[src/rtl/core/afs_pkg.sv]
// Shared types, constants and register codes of the animation frame stepper.
`timescale 1ns / 1ps

package afs_pkg;

  localparam int FRAME_BITS_DEF = 10;
  localparam int FRAC_BITS_DEF  = 16;

  localparam int SPEED_W     = 24;
  localparam int SPEED_FRAC  = 16;
  localparam int TIME_W      = 32;
  localparam int CFG_FRAME_W = 10;
  localparam int RATE_W      = 16;
  localparam int BLEND_W     = 17;
  localparam int INDEX_OUT_W = 10;
  localparam int FRACT_OUT_W = 10;
  localparam int CFG_IDX_W   = 3;
  localparam int CFG_DATA_W  = 24;

  localparam logic [BLEND_W-1:0]     BLEND_ONE   = 17'h10000;
  localparam logic [FRACT_OUT_W-1:0] FRACT_SCALE = 10'd1000;

  localparam logic [CFG_FRAME_W-1:0] START_RST = 10'd0;
  localparam logic [CFG_FRAME_W-1:0] END_RST   = 10'd10;
  localparam logic [SPEED_W-1:0]     SPEED_RST = 24'd1638;
  localparam logic                   LOOP_RST  = 1'b1;
  localparam logic [RATE_W-1:0]      RATE_RST  = 16'd0;

  typedef enum logic [CFG_IDX_W-1:0] {
    CFG_START = 3'd0,
    CFG_END   = 3'd1,
    CFG_SPEED = 3'd2,
    CFG_LOOP  = 3'd3,
    CFG_RATE  = 3'd4
  } cfg_idx_e;

  typedef enum logic {
    OP_TICK = 1'b0,
    OP_SET  = 1'b1
  } opcode_e;

  typedef enum logic {
    ARITH_MUL = 1'b0,
    ARITH_MOD = 1'b1
  } arith_op_e;

  typedef struct packed {
    logic      start;
    arith_op_e op;
  } arith_cmd_t;

  typedef struct packed {
    logic [CFG_FRAME_W-1:0] start_frame;
    logic [CFG_FRAME_W-1:0] end_frame;
    logic [SPEED_W-1:0]     speed;
    logic                   looping;
    logic [RATE_W-1:0]      rate;
  } afs_cfg_t;

endpackage

[src/rtl/core/afs_unit.sv]
// Shared shift-add multiplier and restoring remainder unit, one bit per cycle.
`timescale 1ns / 1ps

module afs_unit import afs_pkg::*; #(
  parameter int FRAME_BITS = FRAME_BITS_DEF,
  parameter int FRAC_BITS  = FRAC_BITS_DEF
) (
  input  logic                                         clk_i,
  input  logic                                         rst_ni,
  input  arith_cmd_t                                   cmd_i,
  input  logic [TIME_W-1:0]                            mcand_i,
  input  logic [SPEED_W-1:0]                           mplr_i,
  input  logic [SPEED_W+TIME_W+FRAC_BITS-SPEED_FRAC:0] dvnd_i,
  input  logic [FRAME_BITS+FRAC_BITS-1:0]              dvsr_i,
  output logic [SPEED_W+TIME_W-1:0]                    prod_o,
  output logic [FRAME_BITS+FRAC_BITS-1:0]              rem_o,
  output logic                                         done_o
);

  localparam int POS_W  = FRAME_BITS + FRAC_BITS;
  localparam int PROD_W = SPEED_W + TIME_W;
  localparam int DIV_W  = PROD_W + FRAC_BITS - SPEED_FRAC + 1;
  localparam int ACC_W  = (DIV_W > PROD_W) ? DIV_W : PROD_W;
  localparam int CNT_W  = $clog2(ACC_W + 1);

  arith_op_e          op_q;
  logic               busy_q;
  logic               done_q;
  logic [CNT_W-1:0]   cnt_q;
  logic [ACC_W-1:0]   acc_q;
  logic [SPEED_W-1:0] mplr_q;
  logic [POS_W-1:0]   rem_q;

  logic [ACC_W-1:0] acc_shl;
  logic [ACC_W-1:0] mul_d;
  logic [POS_W:0]   trial;
  logic [POS_W:0]   trial_sub;
  logic [POS_W:0]   rem_d;

  assign acc_shl   = {acc_q[ACC_W-2:0], 1'b0};
  assign mul_d     = acc_shl + (mplr_q[SPEED_W-1] ? ACC_W'(mcand_i) : '0);
  assign trial     = {rem_q, acc_q[ACC_W-1]};
  assign trial_sub = trial - {1'b0, dvsr_i};
  assign rem_d     = (trial >= {1'b0, dvsr_i}) ? trial_sub : trial;

  always_ff @(posedge clk_i or negedge rst_ni) begin
    if (!rst_ni) begin
      op_q   <= ARITH_MUL;
      busy_q <= 1'b0;
      done_q <= 1'b0;
      cnt_q  <= '0;
      acc_q  <= '0;
      mplr_q <= '0;
      rem_q  <= '0;
    end else if (cmd_i.start) begin
      op_q   <= cmd_i.op;
      busy_q <= 1'b1;
      done_q <= 1'b0;
      unique case (cmd_i.op)
        ARITH_MUL: begin
          cnt_q  <= CNT_W'(SPEED_W);
          acc_q  <= '0;
          mplr_q <= mplr_i;
        end
        ARITH_MOD: begin
          cnt_q <= CNT_W'(DIV_W);
          acc_q <= ACC_W'(dvnd_i) << (ACC_W - DIV_W);
          rem_q <= '0;
        end
        default: begin
          cnt_q <= '0;
        end
      endcase
    end else if (busy_q) begin
      unique case (op_q)
        ARITH_MUL: begin
          acc_q  <= mul_d;
          mplr_q <= {mplr_q[SPEED_W-2:0], 1'b0};
        end
        ARITH_MOD: begin
          acc_q <= acc_shl;
          rem_q <= rem_d[POS_W-1:0];
        end
        default: begin
          acc_q <= acc_q;
        end
      endcase
      cnt_q <= cnt_q - 1'b1;
      if (cnt_q == CNT_W'(1)) begin
        busy_q <= 1'b0;
        done_q <= 1'b1;
      end
    end else begin
      done_q <= 1'b0;
    end
  end

  assign prod_o = acc_q[PROD_W-1:0];
  assign rem_o  = rem_q;
  assign done_o = done_q;

endmodule

[src/rtl/core/afs_ctrl.sv]
// Item sequencer: frame position, time and blend state, and the result register.
`timescale 1ns / 1ps

module afs_ctrl import afs_pkg::*; #(
  parameter int FRAME_BITS = FRAME_BITS_DEF,
  parameter int FRAC_BITS  = FRAC_BITS_DEF
) (
  input  logic                                         clk_i,
  input  logic                                         rst_ni,
  input  afs_cfg_t                                     cfg_i,
  input  logic                                         in_valid_i,
  output logic                                         in_ready_o,
  input  logic                                         opcode_i,
  input  logic [TIME_W-1:0]                            time_ms_i,
  input  logic [FRAME_BITS+FRAC_BITS-1:0]              frame_value_i,
  output logic                                         out_valid_o,
  input  logic                                         out_ready_i,
  output logic [INDEX_OUT_W-1:0]                       frame_index_o,
  output logic [FRACT_OUT_W-1:0]                       frame_fraction_o,
  output logic [BLEND_W-1:0]                           transition_blend_o,
  output logic                                         transiting_o,
  output arith_cmd_t                                   cmd_o,
  output logic [TIME_W-1:0]                            mcand_o,
  output logic [SPEED_W-1:0]                           mplr_o,
  output logic [SPEED_W+TIME_W+FRAC_BITS-SPEED_FRAC:0] dvnd_o,
  output logic [FRAME_BITS+FRAC_BITS-1:0]              dvsr_o,
  input  logic [SPEED_W+TIME_W-1:0]                    prod_i,
  input  logic [FRAME_BITS+FRAC_BITS-1:0]              rem_i,
  input  logic                                         done_i
);

  localparam int POS_W  = FRAME_BITS + FRAC_BITS;
  localparam int PROD_W = SPEED_W + TIME_W;
  localparam int MAG_W  = PROD_W + FRAC_BITS - SPEED_FRAC;
  localparam int DIV_W  = MAG_W + 1;
  localparam int BSUM_W = TIME_W + RATE_W + 1;
  localparam int FMUL_W = FRAC_BITS + FRACT_OUT_W;

  typedef enum logic [2:0] {
    ST_IDLE,
    ST_BLEND,
    ST_STEP,
    ST_WRAP,
    ST_DONE
  } state_e;

  state_e             state_q;
  arith_cmd_t         cmd_q;
  logic [POS_W-1:0]   pos_q;
  logic [TIME_W-1:0]  last_q;
  logic               active_q;
  logic [BLEND_W-1:0] blend_q;
  logic [TIME_W-1:0]  dt_q;
  logic [DIV_W-1:0]   dvnd_q;
  logic               fwd_q;

  logic                   out_valid_q;
  logic [INDEX_OUT_W-1:0] index_q;
  logic [FRACT_OUT_W-1:0] fract_q;
  logic [BLEND_W-1:0]     oblend_q;
  logic                   otrans_q;

  logic [FRAME_BITS+CFG_FRAME_W-1:0] start_x;
  logic [FRAME_BITS+CFG_FRAME_W-1:0] end_x;
  logic [POS_W-1:0]                  s_pos;
  logic [POS_W-1:0]                  e_pos;
  logic [SPEED_W-1:0]                abs_speed;
  logic                              fwd;
  logic [PROD_W+FRAC_BITS-1:0]       prod_x;
  logic [MAG_W-1:0]                  mag;
  logic [DIV_W-1:0]                  nv;
  logic [DIV_W-1:0]                  bdiff;
  logic                              bwrap;
  logic [DIV_W-1:0]                  fdvnd;
  logic [DIV_W-1:0]                  bdvnd;
  logic [BSUM_W-1:0]                 blend_sum;
  logic [POS_W-1:0]                  v_lo;
  logic [POS_W-1:0]                  v_cl;
  logic [TIME_W-1:0]                 dt_new;
  logic [FMUL_W-1:0]                 frac_mul;
  logic [FRAME_BITS+INDEX_OUT_W-1:0] idx_x;
  logic                              accept;

  assign start_x = {FRAME_BITS'(0), cfg_i.start_frame};
  assign end_x   = {FRAME_BITS'(0), cfg_i.end_frame};
  assign s_pos   = {start_x[FRAME_BITS-1:0], FRAC_BITS'(0)};
  assign e_pos   = {end_x[FRAME_BITS-1:0], FRAC_BITS'(0)};

  assign abs_speed = cfg_i.speed[SPEED_W-1] ? (~cfg_i.speed + 1'b1) : cfg_i.speed;
  assign fwd       = !cfg_i.speed[SPEED_W-1] && (cfg_i.speed != '0);

  assign prod_x = {prod_i, FRAC_BITS'(0)};
  assign mag    = prod_x[PROD_W+FRAC_BITS-1:SPEED_FRAC];

  assign nv    = DIV_W'(pos_q) + DIV_W'(mag);
  assign bdiff = DIV_W'(pos_q) - DIV_W'(mag);
  assign bwrap = (DIV_W'(mag) > DIV_W'(pos_q)) || (bdiff < DIV_W'(s_pos));
  assign fdvnd = nv - DIV_W'(s_pos);
  assign bdvnd = DIV_W'(e_pos) + DIV_W'(mag) - DIV_W'(pos_q);

  assign blend_sum = BSUM_W'(blend_q) + BSUM_W'(prod_i[TIME_W+RATE_W-1:0]);

  assign v_lo   = (frame_value_i < s_pos) ? s_pos : frame_value_i;
  assign v_cl   = (v_lo > e_pos) ? e_pos : v_lo;
  assign dt_new = (last_q == '0) ? '0 : (time_ms_i - last_q);

  assign frac_mul = FMUL_W'(pos_q[FRAC_BITS-1:0]) * FMUL_W'(FRACT_SCALE);
  assign idx_x    = {INDEX_OUT_W'(0), pos_q[POS_W-1:FRAC_BITS]};

  assign accept = in_valid_i && (state_q == ST_IDLE);

  always_ff @(posedge clk_i or negedge rst_ni) begin
    if (!rst_ni) begin
      state_q     <= ST_IDLE;
      cmd_q       <= '{start: 1'b0, op: ARITH_MUL};
      pos_q       <= '0;
      last_q      <= '0;
      active_q    <= 1'b0;
      blend_q     <= '0;
      dt_q        <= '0;
      dvnd_q      <= '0;
      fwd_q       <= 1'b0;
      out_valid_q <= 1'b0;
      index_q     <= '0;
      fract_q     <= '0;
      oblend_q    <= '0;
      otrans_q    <= 1'b0;
    end else begin
      if (cmd_q.start) begin
        cmd_q.start <= 1'b0;
      end
      if (out_valid_q && out_ready_i && (state_q != ST_DONE)) begin
        out_valid_q <= 1'b0;
      end
      unique case (state_q)
        ST_IDLE: begin
          if (accept) begin
            if (opcode_e'(opcode_i) == OP_SET) begin
              pos_q <= v_cl;
              if (cfg_i.rate != '0) begin
                active_q <= 1'b1;
                blend_q  <= '0;
              end
              state_q <= ST_DONE;
            end else begin
              dt_q    <= dt_new;
              last_q  <= time_ms_i;
              cmd_q   <= '{start: 1'b1, op: ARITH_MUL};
              state_q <= active_q ? ST_BLEND : ST_STEP;
            end
          end
        end
        ST_BLEND: begin
          if (done_i) begin
            if (blend_sum > BSUM_W'(BLEND_ONE)) begin
              active_q <= 1'b0;
              blend_q  <= '0;
            end else begin
              blend_q <= blend_sum[BLEND_W-1:0];
            end
            cmd_q   <= '{start: 1'b1, op: ARITH_MUL};
            state_q <= ST_STEP;
          end
        end
        ST_STEP: begin
          if (done_i) begin
            if (e_pos <= s_pos) begin
              pos_q   <= s_pos;
              state_q <= ST_DONE;
            end else if (fwd) begin
              if (nv > DIV_W'(e_pos)) begin
                if (cfg_i.looping) begin
                  dvnd_q  <= fdvnd;
                  fwd_q   <= 1'b1;
                  cmd_q   <= '{start: 1'b1, op: ARITH_MOD};
                  state_q <= ST_WRAP;
                end else begin
                  pos_q   <= e_pos;
                  state_q <= ST_DONE;
                end
              end else begin
                pos_q   <= nv[POS_W-1:0];
                state_q <= ST_DONE;
              end
            end else begin
              if (bwrap) begin
                if (cfg_i.looping) begin
                  dvnd_q  <= bdvnd;
                  fwd_q   <= 1'b0;
                  cmd_q   <= '{start: 1'b1, op: ARITH_MOD};
                  state_q <= ST_WRAP;
                end else begin
                  pos_q   <= s_pos;
                  state_q <= ST_DONE;
                end
              end else begin
                pos_q   <= bdiff[POS_W-1:0];
                state_q <= ST_DONE;
              end
            end
          end
        end
        ST_WRAP: begin
          if (done_i) begin
            pos_q   <= fwd_q ? (s_pos + rem_i) : (e_pos - rem_i);
            state_q <= ST_DONE;
          end
        end
        ST_DONE: begin
          if (!out_valid_q || out_ready_i) begin
            out_valid_q <= 1'b1;
            index_q     <= idx_x[INDEX_OUT_W-1:0];
            fract_q     <= frac_mul[FMUL_W-1:FRAC_BITS];
            oblend_q    <= blend_q;
            otrans_q    <= active_q;
            state_q     <= ST_IDLE;
          end
        end
        default: begin
          state_q <= ST_IDLE;
        end
      endcase
    end
  end

  assign in_ready_o         = (state_q == ST_IDLE);
  assign out_valid_o        = out_valid_q;
  assign frame_index_o      = index_q;
  assign frame_fraction_o   = fract_q;
  assign transition_blend_o = oblend_q;
  assign transiting_o       = otrans_q;

  assign cmd_o   = cmd_q;
  assign mcand_o = dt_q;
  assign mplr_o  = (state_q == ST_BLEND) ? SPEED_W'(cfg_i.rate) : abs_speed;
  assign dvnd_o  = dvnd_q;
  assign dvsr_o  = e_pos - s_pos;

endmodule

[src/rtl/core/animation_frame_stepper.sv]
// Top level of the animation frame stepper: configuration registers and core.
//
//  channel  direction  transfer when             payload
//  in       input      in_valid_i & in_ready_o   opcode_i, time_ms_i, frame_value_i
//  out      output     out_valid_o & out_ready_i frame_index_o, frame_fraction_o,
//                                                transition_blend_o, transiting_o
//  cfg      input      cfg_we_i                  cfg_idx_i, cfg_data_i
//
// A set-frame item needs no arithmetic. A tick runs the step multiply, after the
// blend multiply while a transition runs, and a remainder pass over the Q10.16
// frame range when the frame wraps: the shared unit resolves one bit a cycle.
// One item is in work at a time; in_ready_o is low until its result is loaded.
// A result waiting in the output register does not block the next transfer in.
// Reset is asynchronous and needs no clearing pass.
`timescale 1ns / 1ps

module animation_frame_stepper import afs_pkg::*; #(
  parameter int FRAME_BITS = FRAME_BITS_DEF,
  parameter int FRAC_BITS  = FRAC_BITS_DEF
) (
  input  logic                            clk_i,
  input  logic                            rst_ni,
  input  logic                            cfg_we_i,
  input  logic [CFG_IDX_W-1:0]            cfg_idx_i,
  input  logic [CFG_DATA_W-1:0]           cfg_data_i,
  input  logic                            in_valid_i,
  output logic                            in_ready_o,
  input  logic                            opcode_i,
  input  logic [TIME_W-1:0]               time_ms_i,
  input  logic [FRAME_BITS+FRAC_BITS-1:0] frame_value_i,
  output logic                            out_valid_o,
  input  logic                            out_ready_i,
  output logic [INDEX_OUT_W-1:0]          frame_index_o,
  output logic [FRACT_OUT_W-1:0]          frame_fraction_o,
  output logic [BLEND_W-1:0]              transition_blend_o,
  output logic                            transiting_o
);

  localparam int POS_W  = FRAME_BITS + FRAC_BITS;
  localparam int PROD_W = SPEED_W + TIME_W;
  localparam int DIV_W  = PROD_W + FRAC_BITS - SPEED_FRAC + 1;

  logic [CFG_FRAME_W-1:0] start_q;
  logic [CFG_FRAME_W-1:0] end_q;
  logic [SPEED_W-1:0]     speed_q;
  logic                   loop_q;
  logic [RATE_W-1:0]      rate_q;

  afs_cfg_t          cfg;
  arith_cmd_t        cmd;
  logic [TIME_W-1:0] mcand;
  logic [SPEED_W-1:0] mplr;
  logic [DIV_W-1:0]  dvnd;
  logic [POS_W-1:0]  dvsr;
  logic [PROD_W-1:0] prod;
  logic [POS_W-1:0]  rem;
  logic              done;

  always_ff @(posedge clk_i or negedge rst_ni) begin
    if (!rst_ni) begin
      start_q <= START_RST;
      end_q   <= END_RST;
      speed_q <= SPEED_RST;
      loop_q  <= LOOP_RST;
      rate_q  <= RATE_RST;
    end else if (cfg_we_i) begin
      unique case (cfg_idx_i)
        CFG_START: start_q <= cfg_data_i[CFG_FRAME_W-1:0];
        CFG_END:   end_q   <= cfg_data_i[CFG_FRAME_W-1:0];
        CFG_SPEED: speed_q <= cfg_data_i[SPEED_W-1:0];
        CFG_LOOP:  loop_q  <= cfg_data_i[0];
        CFG_RATE:  rate_q  <= cfg_data_i[RATE_W-1:0];
        default: begin
          // drop writes to unused indexes
          rate_q <= rate_q;
        end
      endcase
    end
  end

  assign cfg = '{
    start_frame: start_q,
    end_frame:   end_q,
    speed:       speed_q,
    looping:     loop_q,
    rate:        rate_q
  };

  afs_ctrl #(
    .FRAME_BITS(FRAME_BITS),
    .FRAC_BITS (FRAC_BITS)
  ) u_ctrl (
    .clk_i             (clk_i),
    .rst_ni            (rst_ni),
    .cfg_i             (cfg),
    .in_valid_i        (in_valid_i),
    .in_ready_o        (in_ready_o),
    .opcode_i          (opcode_i),
    .time_ms_i         (time_ms_i),
    .frame_value_i     (frame_value_i),
    .out_valid_o       (out_valid_o),
    .out_ready_i       (out_ready_i),
    .frame_index_o     (frame_index_o),
    .frame_fraction_o  (frame_fraction_o),
    .transition_blend_o(transition_blend_o),
    .transiting_o      (transiting_o),
    .cmd_o             (cmd),
    .mcand_o           (mcand),
    .mplr_o            (mplr),
    .dvnd_o            (dvnd),
    .dvsr_o            (dvsr),
    .prod_i            (prod),
    .rem_i             (rem),
    .done_i            (done)
  );

  afs_unit #(
    .FRAME_BITS(FRAME_BITS),
    .FRAC_BITS (FRAC_BITS)
  ) u_unit (
    .clk_i  (clk_i),
    .rst_ni (rst_ni),
    .cmd_i  (cmd),
    .mcand_i(mcand),
    .mplr_i (mplr),
    .dvnd_i (dvnd),
    .dvsr_i (dvsr),
    .prod_o (prod),
    .rem_o  (rem),
    .done_o (done)
  );

endmodule
[config.mk]
export PLATFORM = sky130hd
export DESIGN_NAME = animation_frame_stepper
export DESIGN_NICKNAME = d
export VERILOG_FILES = /design/src/rtl/core/afs_pkg.sv /design/src/rtl/core/afs_unit.sv /design/src/rtl/core/afs_ctrl.sv /design/src/rtl/core/animation_frame_stepper.sv
export SDC_FILE = /design/constraint.sdc
export NUM_CORES = 2
export LEC_CHECK = 0
export BUFFER_PORTS_ARGS = -buffer_cell sky130_fd_sc_hd__buf_4
export CORE_ASPECT_RATIO = 1.75
export CORE_UTILIZATION = 61
export CTS_BUF_LIST = sky130_fd_sc_hd__clkbuf_4
export CTS_CLUSTER_SIZE = 40
export DETAILED_ROUTE_END_ITERATION = 12
export GPL_TIMING_DRIVEN = 0
export MAX_ROUTING_LAYER = met4
export PLACE_DENSITY = 0.79
export SYNTH_ARGS = -nofsm -noshare
export SYNTH_HDL_FRONTEND = slang
export SYNTH_HIERARCHICAL = 1
export SYNTH_SLANG_ARGS = --single-unit
export TNS_END_PERCENT = 1
[constraint.sdc]
create_clock -name clk_i -period 14.2 [get_ports clk_i]
set_input_delay 2.13 -clock clk_i [delete_from_list [all_inputs] [get_ports clk_i]]
set_output_delay 2.13 -clock clk_i [all_outputs]
set_load 0.05 [all_outputs]
==> out/metrics.csv <==
metric;value;unit
CP Launch Type;register;
setup violators final;0;
drt wl/cell;25.0;um
post-synthesis sequential area ratio;0.246;
CTS tree;done;
cts bufs inserted;95;
ranking of synthesized cells by area;dfrtp_1, ha_1, xnor2_1;
Main synth FF type;dfrtp_1;
CTS hold repair buffers;0;
gr usage total;0.454;
Port Buffers;130;
period utilization;0.673;
EDFF count, synth;0;
Gate Count Post-Synth;4689;
hpwl dp;118000;um
DRC;0;
Yosys cell types;121;
Reg clk slew, reported paths;0.07;ns
first-pass GRT wire length;219000;um
detailed router's first-iteration violation count;3175;
# resized after CTS;0;
Crit Path Category;reg -> reg;
fin crit period;9.55;ns
slowest cell on the critical path;nor4_1;
Achievable Freq;0.105;GHz
initial antenna violation count;10;
yosys warns;6;
Clock Sinks;387;
CP delay by family, top;simple AND/OR/NAND/NOR gates;
Fin Clk Skew;0.0676;ns
Die H;338;um
I/O pin cnt;131;
Rel. slew slack;0.0780;
drt via density;6.50;
Layout area overhead;8.79;%
clock tree root driver cell;clkbuf_4;
Setup TNS;0;ns
fraction of registers with async set or reset after synthesis;1.00;
Register Area;0.00970;mm2
Pins Over Slew Limit;0;
vias in the first global route;37881;
RSZ-0062 raised after global routing;false;
Avg Cell Area, Syn;8.41;um2
Rows;123;
die width;194;um
H-tree Lvls;3;
Mapped Area;0.0394;mm2
clk_lat worst skew;1.00;ns
maximum capacitance violations;0;
crit end category;register;
most common cell in the netlist;ha_1;
CP arrival;10.33;ns
routed via count;37929;
Worst Max-Slew Pin Slew;1.37;ns
Clock Tree Buf Depth;3;
GPL Wtd Cong;1.12;
CP cell instances;buf_4, inv_1, ha_1, clkbuf_1, or4_1, nor4_1, a21boi_0, nor2_1, xor2_1, ha_1, nand4_1, or4_1, nor4_1, nand4b_1, nor4b_1, o21ai_0, nor4_4, a31oi_4, a31o_1, buf_6, buf_2, a21oi_1, a22oi_1;
Hold Violations, Final;0;
largest net degree at the start of global routing;107;
total global routing overflow;0;
Multi-input gate area;0.0271;mm2
Setup Buffers After CTS;0;
Initial Utilization;0.616;
list of most frequent post-synthesis cells;ha_1, nand2_1, dfrtp_1;
CP bufs+invs;5;
Max stage delay on crit path;0.87;ns
1st-pass router iterations;9;
fill count;5557;
post-synthesis register bit count;387;
Yosys top cell by area;dfrtp_1;
status;finished, final reports clean;
top-area cell type share of the netlist area;0.240;
Hold Path Class;reg -> reg;
core area;0.0640;mm2
post-route ant nets;0;
share of layout cells above drive strength 1;0.125;
Routed WL;146000;um
CP Data Required Time;14.98;ns
crit path max fanout;10;
# nets final;5509;
Die Footprint;0.0657;mm2
-- state kept, by name (all words and copies together) (netlist names), 2 cells and up --
register,cells
u_unit/mplr_q,24
u_ctrl/state_q,3
u_ctrl/mcand_o,32
u_ctrl/last_q,32
rate_q,16
u_ctrl/pos_q,26
u_ctrl/cmd_o,2
u_unit/rem_o,26
end_q,10
u_ctrl/dvnd_o,57
start_q,10
u_ctrl/frame_index_o,10
u_unit/acc_q,57
speed_q,24
u_ctrl/transition_blend_o,17
u_unit/cnt_q,6
u_ctrl/blend_q,17
u_ctrl/frame_fraction_o,10
-- kinds of logic (layout without fill, tap and decap cells) --
family,count (synthesis),in the layout,synth area share
AOI/OAI and AO/OA,1316,1316,0.213
adders and majority gates,490,490,0.169
DFF,387,387,0.246
muxes,180,180,0.0525
xor gates and xnor gates,349,349,0.0779
buffers and inverters,583,893,0.0679
and+or+nand+nor,1383,1383,0.174
other,1,27,0.0000951
-- metrics by stage --
step	instances	area [um2]	setup WS, ns	util	hold WS (ns)
floorplan	4704	39500	7.72	-	0.436
global placement	5646	41500	5.38	0.648	0.453
detailed placement	5650	41600	5.41	0.650	0.462
CTS	5826	42900	5.35	0.670	0.478
global route	5837	42900	5.10	0.670	0.487
finish	5837	42900	4.65	0.670	0.475
-- final cells by class --
cell class / instances / area share
Sequential cell: 387 / 0.226
Buffer: 262 / 0.0343
Clock inverter: 40 / 0.00607
Clock buffer: 136 / 0.0238
Tap cell: 812 / 0.0237
Antenna cell: 11 / 0.000642
Timing Repair Buffer: 134 / 0.0250
Multi-Input combinational cell: 3734 / 0.632
Inverter: 321 / 0.0281
-- layout by cell type (no fill, tap or decap), types with 30 or more instances in the layout --
cell,Yosys,final
xnor2_1,210,210
fa_1,73,73
nor2b_1,46,46
nand4_1,58,58
o21a_1,37,37
ha_1,410,410
o21bai_1,44,44
dfrtp_1,378,378
buf_4,79,209
a21o_1,89,89
inv_1,319,319
and3_1,49,49
mux2_4,30,30
a21oi_1,364,364
o21ai_0,354,354
nor4_1,46,46
nand2b_1,44,44
clkbuf_1,128,128
or3_1,39,39
mux2i_1,56,56
o211ai_1,38,38
nor3_1,86,86
mux2_2,94,94
a211oi_1,39,39
nor2_1,319,319
clkbuf_4,0,136
and2_1,60,60
xor2_1,137,137
nand3_1,139,139
a31oi_1,35,35
nand2_1,385,385
-- worst paths after layout --
| path | start | endpoint | slack [ns] | cells after the start |
|---|---|---|---|---|
| worst max-delay path | u_unit/acc_q[24]$_DFFE_PN0N_ | u_ctrl/pos_q[14]$_DFFE_PN0P_ | 4.65 | 23 |
| worst min-delay path | u_ctrl/mcand_o[16]$_DFFE_PN0P_ | u_ctrl/mcand_o[16]$_DFFE_PN0P_ | 0.48 | 2 |
| worst max register to register | u_unit/acc_q[24]$_DFFE_PN0N_ | u_ctrl/pos_q[14]$_DFFE_PN0P_ | 4.65 | 23 |
| worst min register to register | u_ctrl/mcand_o[16]$_DFFE_PN0P_ | u_ctrl/mcand_o[16]$_DFFE_PN0P_ | 0.48 | 2 |
| max in group asynchronous | rst_ni | u_unit/rem_o[8]$_DFFE_PN0P_ | 11.57 | 3 |
| min in group asynchronous | rst_ni | u_ctrl/dvnd_o[46]$_DFFE_PN0P_ | 1.11 | 1 |
-- worst register-to-register path: cells and delay by family (launching register included) --
family,cells,cell delay [ns]
buffers and inverters,5,1.06
AO/OA/AOI/OAI,6,2.36
AND/OR/NAND/NOR,9,4.22
XOR/XNOR,1,0.56
adder cells (fa/ha/maj),2,0.60
flip-flops,1,0.58
-- per-layer routing --
layer  track usage  vias up  wire, um
met2         0.745     1744     69600
met5             -        -         0
met3        0.0980      660     11000
met4         0.410        0     14900
li1              -    17275         -
met1         0.450    18250     50600
Power is not shown: default switching activity piles up to over one toggle a cycle in this logic, so the estimate is an artifact.
